<file path="config.mk">
export PLATFORM = sky130hd
export DESIGN_NAME = plasma_pixel_colour_top
export DESIGN_NICKNAME = d
export VERILOG_FILES = /design/src/design/ppc_pkg.sv /design/src/design/plasma_pixel_colour_top.sv
export SDC_FILE = /design/constraint.sdc
export NUM_CORES = 1
export LEC_CHECK = 0
export ABC_AREA = 1
export BUFFER_PORTS_ARGS = -buffer_cell sky130_fd_sc_hd__buf_2
export CAP_MARGIN = 20
export CORE_MARGIN = 8
export CORE_UTILIZATION = 40
export DETAILED_ROUTE_END_ITERATION = 10
export HOLD_SLACK_MARGIN = 0.08
export PLACE_DENSITY = 0.57
export SLEW_MARGIN = 15
export SYNTH_ARGS = -nofsm -noshare
export SYNTH_HDL_FRONTEND = slang
export SYNTH_SLANG_ARGS = --single-unit
</file>
<file path="constraint.sdc">
create_clock -name clk_i -period 9.7 [get_ports clk_i]
set_input_delay 1.455 -clock clk_i [delete_from_list [all_inputs] [get_ports clk_i]]
set_output_delay 1.455 -clock clk_i [all_outputs]
set_load 0.005 [all_outputs]
</file>
<file path="src/design/ppc_pkg.sv">
// Package for the plasma pixel colour block: defaults, the square-root stage
// type, and the triangle wave and root-step functions. No dependencies.
package ppc_pkg;

  localparam int unsigned WIDTH_DEF  = 40;
  localparam int unsigned HEIGHT_DEF = 30;

  // Number of register stages from input acceptance to the output register.
  localparam int unsigned NUM_STAGES = 9;

  // Partial state of the digit-by-digit square root: remainder and root so far.
  typedef struct packed {
    logic [15:0] rem;
    logic [7:0]  root;
  } sqrt_t;

  // Triangle wave clamped to 0..255, already shifted right by 2.
  function automatic logic [5:0] wave_q(logic [7:0] k);
    logic [9:0] s;
    begin
      if (k < 8'd64) begin
        s = 10'd128 + {1'b0, k, 1'b0};
      end else if (k < 8'd192) begin
        s = 10'd384 - {1'b0, k, 1'b0};
      end else begin
        s = {1'b0, k, 1'b0} - 10'd384;
      end
      if (s > 10'd255) begin
        s = 10'd255;
      end
      return s[7:2];
    end
  endfunction

  // One bit of the restoring square root; root holds only bits above b.
  function automatic sqrt_t sqrt_step(sqrt_t s, int unsigned b);
    logic [16:0] trial;
    sqrt_t       r;
    begin
      trial = (17'(s.root) << (b + 1)) | (17'd1 << (2 * b));
      r     = s;
      if ({1'b0, s.rem} >= trial) begin
        r.rem  = 16'({1'b0, s.rem} - trial);
        r.root = s.root | (8'd1 << b);
      end
      return r;
    end
  endfunction

endpackage

</file>
<file path="src/design/plasma_pixel_colour_top.sv">
// Plasma pixel colour: a nine-stage pipeline from pixel position and frame
// time to a 6-bit colour. Depends on ppc_pkg.
//
// Usage:
//  - Input channel: in_valid_i with column_i, row_i, frame_time_i; the block
//    takes a word at each rising edge where in_valid_i is high and
//    in_stall_o is low.
//  - Output channel: out_valid_o with colour_o; the receiver takes a word
//    at each edge where out_valid_o is high and out_stall_i is low.
//  - Throughput: one word per clock, sustained, while the receiver keeps up.
//  - Stage order: the radial term sets the pipeline length: abs, square,
//    sum, then a ceiling square root that resolves two root bits per stage
//    over four stages, then the final wave lookup and average.
//  - Stall: each stage advances when it is empty or the stage after it
//    advances, so bubbles collapse while the receiver stalls. in_stall_o
//    rises only when all nine stages hold words; the output word stays put
//    while stalled.
//  - Reset (rst_ni low, asynchronous): all stage valid bits clear; the data
//    registers are not reset. No configuration and no state across words.
//  - WIDTH and HEIGHT set the centre of the radial term (WIDTH/2, HEIGHT/2).
module plasma_pixel_colour_top #(
  parameter int unsigned WIDTH  = ppc_pkg::WIDTH_DEF,
  parameter int unsigned HEIGHT = ppc_pkg::HEIGHT_DEF
) (
  input  logic       clk_i,
  input  logic       rst_ni,
  input  logic       in_valid_i,
  output logic       in_stall_o,
  input  logic [5:0] column_i,
  input  logic [4:0] row_i,
  input  logic [7:0] frame_time_i,
  output logic       out_valid_o,
  input  logic       out_stall_i,
  output logic [5:0] colour_o
);
  import ppc_pkg::*;

  localparam logic [8:0] CX = 9'(WIDTH / 2);
  localparam logic [8:0] CY = 9'(HEIGHT / 2);

  // stage valid bits and per-stage advance enables
  logic [NUM_STAGES:1] v_q;
  logic [NUM_STAGES:1] en;

  // stage 1: phases and absolute offsets from the centre
  logic [7:0]  p1_q, p2_q, p3_q;
  logic [7:0]  adx_q, ady_q;
  logic [8:0]  dx, dy;
  logic [7:0]  adx_d, ady_d;
  logic [7:0]  p1_d, p2_d, p3_d;
  // stage 2: squares and the sum of the three linear waves
  logic [15:0] sqx_q, sqy_q;
  logic [7:0]  wsum_d;
  // stages 3..7: square root state
  sqrt_t       sqrt_q [3:7];
  // frame time and wave sum carried alongside
  logic [7:0]  t_q    [1:7];
  logic [7:0]  wsum_q [2:8];
  // stage 8: radial phase
  logic [8:0]  ceil_d;
  logic [7:0]  p4_d, p4_q;
  // stage 9: output
  logic [7:0]  total_d;
  logic [5:0]  colour_q;

  always_comb begin
    en[NUM_STAGES] = !v_q[NUM_STAGES] || !out_stall_i;
    for (int k = NUM_STAGES - 1; k >= 1; k--) begin
      en[k] = !v_q[k] || en[k+1];
    end
  end

  always_ff @(posedge clk_i or negedge rst_ni) begin
    if (!rst_ni) begin
      v_q <= '0;
    end else begin
      if (en[1]) begin
        v_q[1] <= in_valid_i;
      end
      for (int k = 2; k <= NUM_STAGES; k++) begin
        if (en[k]) begin
          v_q[k] <= v_q[k-1];
        end
      end
    end
  end

  // stage 1 logic
  always_comb begin
    dx    = {3'b0, column_i} - CX;
    dy    = {4'b0, row_i} - CY;
    adx_d = dx[8] ? 8'(-dx) : dx[7:0];
    ady_d = dy[8] ? 8'(-dy) : dy[7:0];
    p1_d  = 8'({2'b0, column_i} * 8'd6) + frame_time_i;
    p2_d  = {row_i, 3'b0} + {frame_time_i[6:0], 1'b0};
    p3_d  = {8'({2'b0, column_i} + {3'b0, row_i})} ;
    p3_d  = {p3_d[5:0], 2'b0} + frame_time_i;
  end

  // stage 2 / 8 / 9 logic
  always_comb begin
    wsum_d  = 8'(wave_q(p1_q)) + 8'(wave_q(p2_q)) + 8'(wave_q(p3_q));
    ceil_d  = {1'b0, sqrt_q[7].root} + 9'(sqrt_q[7].rem != '0);
    p4_d    = {ceil_d[5:0], 2'b0} + {ceil_d[6:0], 1'b0} + t_q[7];
    total_d = wsum_q[8] + 8'(wave_q(p4_q));
  end

  always_ff @(posedge clk_i) begin
    if (en[1]) begin
      p1_q   <= p1_d;
      p2_q   <= p2_d;
      p3_q   <= p3_d;
      adx_q  <= adx_d;
      ady_q  <= ady_d;
      t_q[1] <= frame_time_i;
    end
    if (en[2]) begin
      sqx_q     <= 16'(adx_q) * 16'(adx_q);
      sqy_q     <= 16'(ady_q) * 16'(ady_q);
      wsum_q[2] <= wsum_d;
    end
    if (en[3]) begin
      sqrt_q[3].rem  <= sqx_q + sqy_q;
      sqrt_q[3].root <= '0;
    end
    // two root bits per stage, most significant first
    for (int k = 4; k <= 7; k++) begin
      if (en[k]) begin
        sqrt_q[k] <= sqrt_step(sqrt_step(sqrt_q[k-1], 15 - 2 * k), 14 - 2 * k);
      end
    end
    for (int k = 2; k <= 7; k++) begin
      if (en[k]) begin
        t_q[k] <= t_q[k-1];
      end
    end
    for (int k = 3; k <= 8; k++) begin
      if (en[k]) begin
        wsum_q[k] <= wsum_q[k-1];
      end
    end
    if (en[8]) begin
      p4_q <= p4_d;
    end
    if (en[9]) begin
      colour_q <= total_d[7:2];
    end
  end

  assign in_stall_o  = !en[1];
  assign out_valid_o = v_q[NUM_STAGES];
  assign colour_o    = colour_q;

`ifndef SYNTH
  // input is held off only when every stage is occupied
  a_stall_full: assert property (@(posedge clk_i) disable iff (!rst_ni)
    in_stall_o |-> (&v_q))
    else $error("input stalled with a bubble in the pipeline");

  // finished root leaves a remainder no larger than twice the root
  a_sqrt_rem: assert property (@(posedge clk_i) disable iff (!rst_ni)
    v_q[7] |-> ({1'b0, sqrt_q[7].rem} <= {8'b0, sqrt_q[7].root, 1'b0}))
    else $error("square root remainder out of range");

  // a stage with a word that cannot advance keeps its valid bit
  a_hold: assert property (@(posedge clk_i) disable iff (!rst_ni)
    (v_q[8] && !en[8]) |=> v_q[8])
    else $error("stalled word dropped from stage 8");
`endif

endmodule

</file>
# Yosys cells after proc, flatten, opt, wreduce, memory -nomap -nowiden

Memory sizes are Yosys's and may differ from the RTL's.
Index checks and enable logic that the tools add are counted.

Register bits after elaboration: 95
Memory bits (writable): 232
Bits of input ports: 23
Memories kept: 3

Memories:

| name   | depth | bits a word | rd ports | clocked after memory_dff | write ports | line                          | source |
|---|---|---|---|---|---|---|---|
| sqrt_q | 5     | 24          | 5        | 0                        | 5           | plasma_pixel_colour_top.sv:55 | `sqrt_t sqrt_q [3:7];` |
| t_q    | 7     | 8           | 7        | 0                        | 7           | plasma_pixel_colour_top.sv:57 | `logic [7:0] t_q [1:7];` |
| wsum_q | 7     | 8           | 7        | 0                        | 7           | plasma_pixel_colour_top.sv:58 | `logic [7:0] wsum_q [2:8];` |

$add $sub $neg: 35
Multipliers: 3
Magnitude comparators: 20
Multiplexer cells: 46
Reduce and logical (&&, ||, !) cells: 21

Operators by type and width:

| kind                                                | number |
|---|---|
| 2-to-1 mux 24 bit                                   | 16 |
| 2-to-1 mux 10 bit                                   | 8 |
| 2-to-1 mux 8 bit                                    | 6 |
| adder 8 bit                                         | 5 |
| adder 8 x 9 -> 10 bit, first input constant         | 4 |
| > comparator 10 x 8 -> 1 bit, second input constant | 4 |
| subtractor 9 x 9 -> 10 bit, first input constant    | 4 |
| subtractor 9 x 9 -> 10 bit, second input constant   | 4 |
| < comparator 8 x 7 -> 1 bit, second input constant  | 4 |
| < comparator 8 bit, second input constant           | 4 |
| multiplier 8 x 8 -> 16 bit                          | 2 |
| adder 16 bit                                        | 1 |
| greater-or-equal comparator 16 x 10 -> 1 bit        | 1 |
| greater-or-equal comparator 16 x 11 -> 1 bit        | 1 |
| greater-or-equal comparator 16 x 12 -> 1 bit        | 1 |
| greater-or-equal comparator 16 x 13 -> 1 bit        | 1 |
| greater-or-equal comparator 16 x 14 -> 1 bit        | 1 |
| greater-or-equal comparator 16 x 15 -> 1 bit        | 1 |
| greater-or-equal comparator 16 bit                  | 1 |
| greater-or-equal comparator 16 x 9 -> 1 bit         | 1 |
| 2-to-1 mux 1 bit                                    | 16 |
| negator 8 bit                                       | 2 |
| nonzero test 16 bit                                 | 1 |
| subtractor 16 x 10 -> 16 bit                        | 1 |
| other kinds (17)                                    | 35 |

# Longest topological paths before layout

Gate-level depths: netlist (run 1).

Word-level depth: 12
Gate-level depth with buffers: 23

# Worst setup path before layout (run 1)

Ideal clock, no wire load.

Kind: input to output
Start point: input out_stall_i
End point: output in_stall_o
Data arrival time: 7.541 ns
Slack: 0.704 ns
Stages on the path: 16
Path buffers: 0
Cells stage by stage: nand2_1 -> nor2_1 -> inv_1 -> nor2_1 -> inv_1 -> nor2_1 -> inv_1 -> nor2_1 -> inv_1 -> nor2_1 -> inv_1 -> nor2_1 -> inv_1 -> nor2_1 -> inv_1 -> nor2_1

Cells in the longest elaborated chain, start to end: 11

Ends and longest elaborated chain:

| item                  | line                           | source |
|---|---|---|
| start: declaration    | plasma_pixel_colour_top.sv:33  | `input logic out_stall_i,` |
| zero test 1 bit       | plasma_pixel_colour_top.sv:67  | `en[NUM_STAGES] = !v_q[NUM_STAGES] \|\| !out_stall_i;` |
| logical OR 1 bit      | plasma_pixel_colour_top.sv:67  |  |
| logical OR 1 bit      | plasma_pixel_colour_top.sv:69  | `en[k] = !v_q[k] \|\| en[k+1];` |
| named net en, one bit | plasma_pixel_colour_top.sv:43  | `logic [NUM_STAGES:1] en;` |
| logical OR 1 bit      | plasma_pixel_colour_top.sv:69  |  |
| named net en, one bit | plasma_pixel_colour_top.sv:43  |  |
| logical OR 1 bit      | plasma_pixel_colour_top.sv:69  |  |
| named net en, one bit | plasma_pixel_colour_top.sv:43  |  |
| [1 not listed]        | -                              |  |
| named net en, one bit | plasma_pixel_colour_top.sv:43  |  |
| logical OR 1 bit      | plasma_pixel_colour_top.sv:69  |  |
| named net en, one bit | plasma_pixel_colour_top.sv:43  |  |
| logical OR 1 bit      | plasma_pixel_colour_top.sv:69  |  |
| named net en, one bit | plasma_pixel_colour_top.sv:43  |  |
| logical OR 1 bit      | plasma_pixel_colour_top.sv:69  |  |
| named net en, one bit | plasma_pixel_colour_top.sv:43  |  |
| logical OR 1 bit      | plasma_pixel_colour_top.sv:69  |  |
| zero test 1 bit       | plasma_pixel_colour_top.sv:150 | `assign in_stall_o = !en[1];` |
| end: declaration      | plasma_pixel_colour_top.sv:28  | `output logic in_stall_o,` |

The timed path passes the listed nets, and every way through them passes these cells.

# Worst setup path in the final report (run 1)

Start point: input out_stall_i
End point: output in_stall_o

Cells in the longest elaborated chain, start to end: 11

Ends and longest elaborated chain:

| item                  | line |
|---|---|
| zero test 1 bit       | plasma_pixel_colour_top.sv:67 |
| logical OR 1 bit      | plasma_pixel_colour_top.sv:67 |
| named net en, one bit | plasma_pixel_colour_top.sv:43 |
| logical OR 1 bit      | plasma_pixel_colour_top.sv:69 |
| named net en, one bit | plasma_pixel_colour_top.sv:43 |
| logical OR 1 bit      | plasma_pixel_colour_top.sv:69 |
| named net en, one bit | plasma_pixel_colour_top.sv:43 |
| logical OR 1 bit      | plasma_pixel_colour_top.sv:69 |
| named net en, one bit | plasma_pixel_colour_top.sv:43 |
| [1 not listed]        | - |
| named net en, one bit | plasma_pixel_colour_top.sv:43 |
| logical OR 1 bit      | plasma_pixel_colour_top.sv:69 |
| named net en, one bit | plasma_pixel_colour_top.sv:43 |
| logical OR 1 bit      | plasma_pixel_colour_top.sv:69 |
| named net en, one bit | plasma_pixel_colour_top.sv:43 |
| logical OR 1 bit      | plasma_pixel_colour_top.sv:69 |
| named net en, one bit | plasma_pixel_colour_top.sv:43 |
| logical OR 1 bit      | plasma_pixel_colour_top.sv:69 |
| zero test 1 bit       | plasma_pixel_colour_top.sv:150 |

The timed path passes the listed nets, and every way through them passes these cells.

==> results_dict.tcl, run 1 <==
set metrics [dict create \
    finalSetupViolCount 0 \
    vias 12698 \
    r2r_slack_ns 4.83 \
    post_cts_buffers 0 \
    track_usage 0.124 \
    core.rowCount 80 \
    hpwlAfterDp_um 27700 \
    status "finished clean" \
    ctsLongestPathBuffers 3 \
    die_y_um 236 \
    routed_wl_um 34500 \
    endpoint_kind "output port" \
    ctsHoldBuffers 0 \
    insertedDiodeCount 0 \
    die_w_um 236 \
    drc 0 \
    io_pins 31 \
    cp.required_ns 8.25 \
    critical_path.startpoint "out_stall_i" \
    antenna_found_initial 0 \
    clock_skew_ns 0.0303 \
    critPathArrivalTime_ns 5.26 \
    cp-endpoint "in_stall_o" \
    cts_tree "yes" \
    cts-root-buf "clkbuf_16" \
    grt_setup_unrepaired "false" \
    fin_nets 2330 \
    netlist_instances 2004 \
    max_freq_ghz 0.149 \
    yosys_warnings 0 \
    n_fill_cell 4532 \
    dieArea_sq_um 55900 \
    fin_setup_tns_ns 0 \
    min-delay-path-class "flip-flop to flip-flop" \
    r2r_end "ady_q[5]" \
    reg2reg_depth 21 \
    cts.sinks 298 \
    viasPerCell 4.71 \
    grt_pass1_wl_um 58800 \
    first_iter_violations 535 \
    tightest_slew_ns 0.944 \
    area_delta_synth_final_pct 10.1 \
    fin_crit_sh 0.692 \
    cap_violations 0 \
    grt_overflow 0 \
    cts_buffers 34 \
    clk_pin_slew_ns 0.06 \
    min_period_ns 6.71 \
    core-area_sq_um 47800 \
    drt_pass1_iterations 4 \
    synth_cell_type_count 51 \
    gp_congestion 0.865 \
    drive_gt1_frac 0.0610 \
    slew_viol_final 0 \
    clkLatencyLatePin_ns 0.53 \
    syn_avg_cell_area_sq_um 9.69 \
    critPathLaunchType "input pin" \
    cp_common_cell "nor2_1" \
    worst_r2r_startpoint "v_q[9]" \
    seq_area_frac_synth 0.458 \
    final_hold_viol_count 0 \
    critPathMaxStageDelay_ns 0.66 \
    worstPathMaxFanout 48 \
    grt_pass1_vias 12624 \
    slew-limit-headroom 0.371 \
    crit_slowest_cell "inv_2" \
    whs_path_depth 0 \
    syn-cell-area_sq_um 19400 \
    synth_seq_cells 298 \
    ctsHtreeMaxLevel 2 \
    crit_chain "buf_2 -> nand2_1 -> nor2_1 -> inv_1 -> nor2_1 -> inv_1 -> buf_4 -> nor2_1 -> inv_1 -> buf_4 -> nor2_1 -> inv_1 -> nor2_1 -> inv_1 -> buf_4 -> nor2_1 -> inv_1 -> nor2_1 -> inv_2 -> nor2_1 -> buf_2" \
    start_util 0.406 \
    cts_resized 0 \
    portBuffers 30 \
    wire_per_inst_um 12.8 \
    path_class "input pin to output port" \
    ant_nets 0 \
    grt_max_degree 49 \
]
[worst min-delay path by stage]
stage / start / endpoint / slack (ns)
finish: wsum_q[0][58] / wsum_q[0][66] / 0.41
floorplan: t_q[0][56] / p4_q[0] / 0.40
detailed placement: t_q[0][35] / t_q[0][43] / 0.40
global route: wsum_q[0][58] / wsum_q[0][66] / 0.42
CTS: t_q[0][27] / t_q[0][35] / 0.41
global placement: t_q[0][38] / t_q[0][46] / 0.40
[registers in the layout, indices dropped and copies added (netlist names)]
name / count
sqrt_q: 99
wsum_q: 56
t_q: 54
sqx_q: 15
sqy_q: 15
v_q: 9
adx_q: 8
ady_q: 8
p1_q: 8
p4_q: 8
p3_q: 7
colour_o: 6
p2_q: 5
[layout by cell type (no fill, tap or decap), types with 9 or more instances in the layout]
| master | synthesis | routed |
|---|---|---|
| or2_2 | 12 | 12 |
| xnor2_1 | 37 | 37 |
| a21oi_1 | 98 | 98 |
| nor3_1 | 23 | 23 |
| nand3_1 | 102 | 102 |
| edfxtp_1 | 289 | 289 |
| buf_2 | 1 | 30 |
| nand2_2 | 12 | 12 |
| o21ai_0 | 55 | 55 |
| clkbuf_16 | 0 | 34 |
| a21o_1 | 9 | 9 |
| nand2_1 | 412 | 412 |
| fa_1 | 68 | 68 |
| clkbuf_1 | 16 | 11 |
| ha_1 | 181 | 181 |
| dfrtp_1 | 9 | 9 |
| xor2_1 | 94 | 94 |
| nor2_1 | 134 | 134 |
| nand4_1 | 20 | 20 |
| inv_1 | 359 | 358 |
[cells in the mapped netlist, drive strengths merged]
| cell | count | share of area |
|---|---|---|
| a211o | 1 | 0.00045 |
| a211oi | 5 | 0.0019 |
| a21boi | 3 | 0.0012 |
| a21o | 9 | 0.0035 |
| a21oi | 100 | 0.026 |
| a31oi | 6 | 0.0019 |
| a32oi | 1 | 0.00045 |
| and2 | 3 | 0.00097 |
| and3 | 1 | 0.00032 |
| buf | 5 | 0.0024 |
| clkbuf | 16 | 0.0031 |
| conb | 1 | 0.00019 |
| dfrtp | 9 | 0.012 |
| edfxtp | 289 | 0.45 |
| fa | 68 | 0.070 |
| ha | 181 | 0.12 |
| inv | 364 | 0.070 |
| nand2 | 426 | 0.085 |
| nand3 | 104 | 0.028 |
| nand3b | 6 | 0.0023 |
| nand4 | 20 | 0.0064 |
| nor2 | 140 | 0.028 |
| nor2b | 1 | 0.00045 |
| nor3 | 25 | 0.0070 |
| nor4 | 4 | 0.0013 |
| o2111ai | 2 | 0.00090 |
| o211ai | 3 | 0.0012 |
| o21a | 2 | 0.00077 |
| o21ai | 57 | 0.015 |
| o21bai | 5 | 0.0019 |
| o221ai | 1 | 0.00045 |
| o31ai | 2 | 0.00077 |
| or2 | 12 | 0.0039 |
| or4 | 1 | 0.00039 |
| xnor2 | 37 | 0.017 |
| xor2 | 94 | 0.042 |
[critical path: cells and delay by family]
kind | cells | cell delay, ns
buffers and inverters | 12 | 2.92
and+or+nand+nor | 9 | 0.84
[layer usage]
metal | track usage | vias to the layer above | wire length [um]
met3 | 0.0169 | 65 | 870
li1 | - | 6652 | -
met4 | 0.0414 | 0 | 976
met1 | 0.155 | 5847 | 16000
met2 | 0.217 | 134 | 16700
met5 | 0 | - | 0
[logic make-up (layout without fill, tap and decap cells)]
logic type	Yosys count	after routing	synth area share
xor gates and xnor gates	131	131	0.0591
other	1	4	0.000193
and+or+nand+nor	743	743	0.164
adders and majority gates	249	249	0.187
buffers and inverters	385	459	0.0758
AOI/OAI and AO/OA	197	197	0.0564
DFF	298	298	0.458
[cell type report]
cell class                      instances  area [sq um]  area share
Inverter                              364          1370      0.0639
Clock buffer                           46           906      0.0424
Sequential cell                       298          8900       0.416
Tap cell                              615           769      0.0360
Clock inverter                         13           185     0.00866
Timing Repair Buffer                   36           195     0.00913
Multi-Input combinational cell       1324          9060       0.424
[per-stage QoR]
step	hold slack (ns)	cells	instance area, sq um	worst slack (ns)	utilization
after floorplan	0.400	2007	19400	0.704	-
after global placement	0.400	2637	20300	2.91	0.424
after detailed placement	0.405	2637	20300	2.84	0.424
after CTS	0.409	2696	21400	2.83	0.447
after global routing	0.417	2696	21400	2.35	0.447
final	0.409	2696	21400	2.99	0.447
Power of run 1 is left out: the tool's default activity adds up to more than one toggle a clock period on the data nets, which glitch-free logic cannot reach.
==> inputs of run 2 (changes only) <==
==> constraint.sdc (replaced) <==
create_clock -name clk_i -period 6.3 [get_ports clk_i]
set_input_delay 0.945 -clock clk_i [delete_from_list [all_inputs] [get_ports clk_i]]
set_output_delay 0.945 -clock clk_i [all_outputs]
set_load 0.005 [all_outputs]
==> results_dict.tcl, run 2 (synthesized netlist as in run 1, its figures left out) <==
set metrics [dict create \
    cap_violations 0 \
    track_usage 0.126 \
    cts_tree "yes" \
    ctsLongestPathBuffers 3 \
    path_class "input pin to output port" \
    ctsHoldBuffers 0 \
    min-delay-path-class "input pin to asynchronous set/reset pin" \
    fin_setup_tns_ns 0 \
    worstPathMaxFanout 48 \
    drt_pass1_iterations 5 \
    reg2reg_depth 21 \
    gp_congestion 0.867 \
    final_cell_mix "nand2_1 (411), inv_1 (351), edfxtp_1 (289)" \
    io_pins 31 \
    core.rowCount 80 \
    dieArea_sq_um 55900 \
    status "finished clean" \
    core-area_sq_um 47800 \
    routed_wl_um 34600 \
    endpoint_kind "output port" \
    wire_per_inst_um 12.8 \
    clk_pin_slew_ns 0.06 \
    die_w_um 236 \
    post_cts_buffers 0 \
    grt_pass1_vias 12804 \
    cts-root-buf "clkbuf_16" \
    stdcell_area_sq_um 21400 \
    final_hold_viol_count 0 \
    largest_reg_flops 99 \
    drc 0 \
    grt_overflow 0 \
    portBuffers 30 \
    vias 12894 \
    cp.required_ns 5.35 \
    hpwlAfterDp_um 27700 \
    fin_ws_ns 1.11 \
    clock_skew_ns 0.0311 \
    min_period_ns 5.19 \
    grt_setup_unrepaired "false" \
    grt_max_degree 49 \
    final_common_cell "nand2_1" \
    ctsHtreeMaxLevel 2 \
    critPathArrivalTime_ns 4.25 \
    viasPerCell 4.78 \
    critPathLaunchType "input pin" \
    insertedDiodeCount 0 \
    finalSetupViolCount 0 \
    cts.sinks 298 \
    grt_pass1_wl_um 59900 \
    clkLatencyLatePin_ns 0.52 \
    max_freq_ghz 0.193 \
    start_util 0.406 \
    area_delta_synth_final_pct 10.2 \
    antenna_found_initial 0 \
    cts_buffers 34 \
    slew-limit-headroom 0.413 \
    first_iter_violations 623 \
    die_y_um 236 \
    ant_nets 0 \
    pre_cts_slack_ns 0.749 \
    hold-worst-slack_ns 0.273 \
    fin_nets 2330 \
    top_regs "sqrt_q x99, wsum_q x56, t_q x54" \
    cts_resized 0 \
    drive_gt1_frac 0.0687 \
    slew_viol_final 0 \
    fin_crit_sh 0.824 \
    largest_register "sqrt_q" \
    placed_area_sq_um 20400 \
    tightest_slew_ns 0.878 \
]
## run 2: layer usage
layer / GRT usage / share of wire
met5: 0 / 0
met4: 0.0324 / 0.018
met2: 0.225 / 0.50
met1: 0.156 / 0.46
met3: 0.0194 / 0.026
## run 2: layout make-up
type	instances	area (sq um)
Clock inverter	19	125
Timing Repair Buffer	36	195
Fill cell	4560	26400
Clock buffer	41	877
Tap cell	615	769
Inverter	364	1400
Sequential cell	298	8900
Multi-Input combinational cell	1324	9140
## run 2: worst paths after layout
path | from | end | slack [ns]
setup / recovery | out_stall_i | in_stall_o | 1.11
hold / removal | rst_ni | v_q[1] | 0.27
setup reg to reg | v_q[9] | ady_q[5] | 1.54
hold reg to reg | t_q[0][53] | t_q[0][61] | 0.41
max in group asynchronous | rst_ni | v_q[9] | 5.84
min in group clk_i | t_q[0][53] | t_q[0][61] | 0.41
## run 2: per-stage QoR
step,util,instances
2_1_floorplan,-,2007
3_3_place_gp,0.426,2637
3_5_place_dp,0.426,2637
4_1_cts,0.447,2697
5_1_grt,0.447,2697
6_report,0.447,2697
## run 2: critical path: stages
cell        delay [ns]
buf_2             0.13
nand2_8           0.08
nor2_4            0.15
inv_6             0.09
nor2_4            0.11
clkinvlp_4        0.11
nor2_4            0.13
clkinvlp_4        0.11
nor2_4            0.13
clkinvlp_4        0.07
buf_4             0.26
nor2_4            0.18
clkinvlp_4        0.08
buf_4             0.26
nor2_4            0.17
clkinvlp_4        0.07
buf_4             0.25
nor2_4            0.17
clkinvlp_4        0.07
buf_4             0.29
nor2_4            0.21
buf_2             0.13
Power of run 2 is left out for the same reason.
==> inputs of run 3 (changes only) <==
--- a/config.mk
+++ b/config.mk
@@ -12,7 +12,7 @@
 export CORE_UTILIZATION = 40
 export DETAILED_ROUTE_END_ITERATION = 10
 export HOLD_SLACK_MARGIN = 0.08
-export PLACE_DENSITY = 0.57
+export PLACE_DENSITY = 0.59
 export SLEW_MARGIN = 15
 export SYNTH_ARGS = -nofsm -noshare
 export SYNTH_HDL_FRONTEND = slang
==> constraint.sdc (replaced) <==
create_clock -name clk_i -period 4.45 [get_ports clk_i]
set_input_delay 0.6675 -clock clk_i [delete_from_list [all_inputs] [get_ports clk_i]]
set_output_delay 0.6675 -clock clk_i [all_outputs]
set_load 0.005 [all_outputs]
==> results_dict.tcl, run 3 (synthesized netlist as in run 1, its figures left out) <==
set metrics [dict create \
    status "finished clean" \
    top_regs "sqrt_q x99, wsum_q x56, t_q x54" \
    utilization 0.457 \
    drive_gt1_frac 0.0899 \
    finalSetupViolCount 0 \
    cts-root-buf "clkbuf_16" \
    cp_common_cell "fa_1" \
    cap_violations 0 \
    fin_nets 2363 \
    cts_buffers 35 \
    grt_pass1_vias 12897 \
    drc 0 \
    antenna_found_initial 0 \
    final_common_cell "nand2_1" \
    pre_cts_slack_ns 0.00887 \
    critPathMaxStageDelay_ns 0.54 \
    cp.required_ns 4.71 \
    clk_pin_slew_ns 0.06 \
    core.rowCount 80 \
    portBuffers 30 \
    tightest_slew_ns 0.577 \
    endpoint_kind "flip-flop" \
    min_period_ns 4.23 \
    routed_wl_um 34900 \
    n_fill_cell 4497 \
    ant_nets 0 \
    cts_tree "yes" \
    dieArea_sq_um 55900 \
    fin_ws_ns 0.224 \
    slew_viol_final 0 \
    die_y_um 236 \
    path_class "flip-flop to flip-flop" \
    largest_reg_flops 99 \
    io_pins 31 \
    start_util 0.406 \
    ctsHtreeMaxLevel 2 \
    slew-limit-headroom 0.615 \
    critPathArrivalTime_ns 4.49 \
    fin_setup_tns_ns 0 \
    drt_pass1_iterations 7 \
    max_freq_ghz 0.237 \
    critPathLaunchType "flip-flop" \
    clkLatencyLatePin_ns 0.53 \
    grt_overflow 0 \
    hpwlAfterDp_um 27700 \
    min-delay-path-class "input pin to flip-flop" \
    area_delta_synth_final_pct 12.4 \
    final_cell_mix "nand2_1 (409), inv_1 (351), edfxtp_1 (289)" \
    crit_slowest_cell "fa_1" \
    first_iter_violations 573 \
    core-area_sq_um 47800 \
    seq_area_sq_um 8900 \
    fin_crit_sh 0.950 \
    clock_skew_ns 0.0264 \
    grt_max_degree 48 \
    final_hold_viol_count 0 \
    viasPerCell 4.72 \
    cts.sinks 298 \
    gp_congestion 0.867 \
    worstPathMaxFanout 6 \
    track_usage 0.125 \
    vias 12892 \
    crit_chain "buf_4 -> nand2_1 -> inv_1 -> fa_1 -> fa_1 -> inv_1 -> fa_1 -> fa_1 -> inv_1 -> ha_1 -> a21oi_1 -> o211ai_1 -> a31oi_1 -> o21ai_1 -> xnor2_1" \
    die_w_um 236 \
    ctsLongestPathBuffers 3 \
    insertedDiodeCount 0 \
    largest_register "sqrt_q" \
    grt_pass1_wl_um 58900 \
    multi_input_area_sq_um 9220 \
    wire_per_inst_um 12.8 \
]
run 3: path summary, 6_finish.rpt:
kind / start / to / slack (ns) / cells past startpoint
setup / recovery: ady_q[5] / sqy_q[15] / 0.22 / 15
hold / removal: frame_time_i[0] / p1_q[0] / 0.32 / 1
setup reg to reg: ady_q[5] / sqy_q[15] / 0.22 / 15
hold reg to reg: wsum_q[0][38] / wsum_q[0][46] / 0.41 / 0
max in group asynchronous: rst_ni / v_q[5] / 3.75 / 2
min in group asynchronous: rst_ni / v_q[9] / 0.51 / 2
run 3: metal layers:
metal,vias to the layer above,track usage,share of wire
met5,-,0,0
met4,0,0.0322,0.017
met3,42,0.0217,0.029
met2,122,0.226,0.50
met1,6011,0.152,0.46
li1,6717,-,-
run 3: final cells by class:
type	count	area share
clock buffer	42	0.0413
inverter	364	0.0640
timing repair buffer	68	0.0200
multi-input combinational	1324	0.422
sequential	298	0.408
tap	615	0.0352
clock inverter	18	0.00957
run 3: metrics by stage:
stage,cells,instance area [sq um],hold slack [ns]
after floorplan,2007,19500,0.372
after global placement,2655,20500,0.400
after detailed placement,2655,20500,0.405
after CTS,2720,21700,0.285
after global routing,2729,21800,0.294
final,2729,21800,0.316
run 3: timing repair:
| item | CTS | global route |
|---|---|---|
| endpoints found under the setup margin | 2 | 4 |
| hold buffers | 1 | 0 |
| hold endpoints to repair | 9 | 0 |
| resized for setup | 1 | 17 |
| pin swaps | 0 | 10 |
| gates cloned | 0 | 0 |
| setup buffers | 4 | 9 |
run 3: worst max-delay path: cells and delay by family (launching register included):
kind,cells,cell delay [ns]
XOR/XNOR,1,0.12
adder cells (fa/ha/maj),5,2.26
flip-flops,1,0.45
AO/OA/AOI/OAI,4,0.67
buffers and inverters,4,0.35
AND/OR/NAND/NOR,1,0.13
Power of run 3 is left out for the same reason.
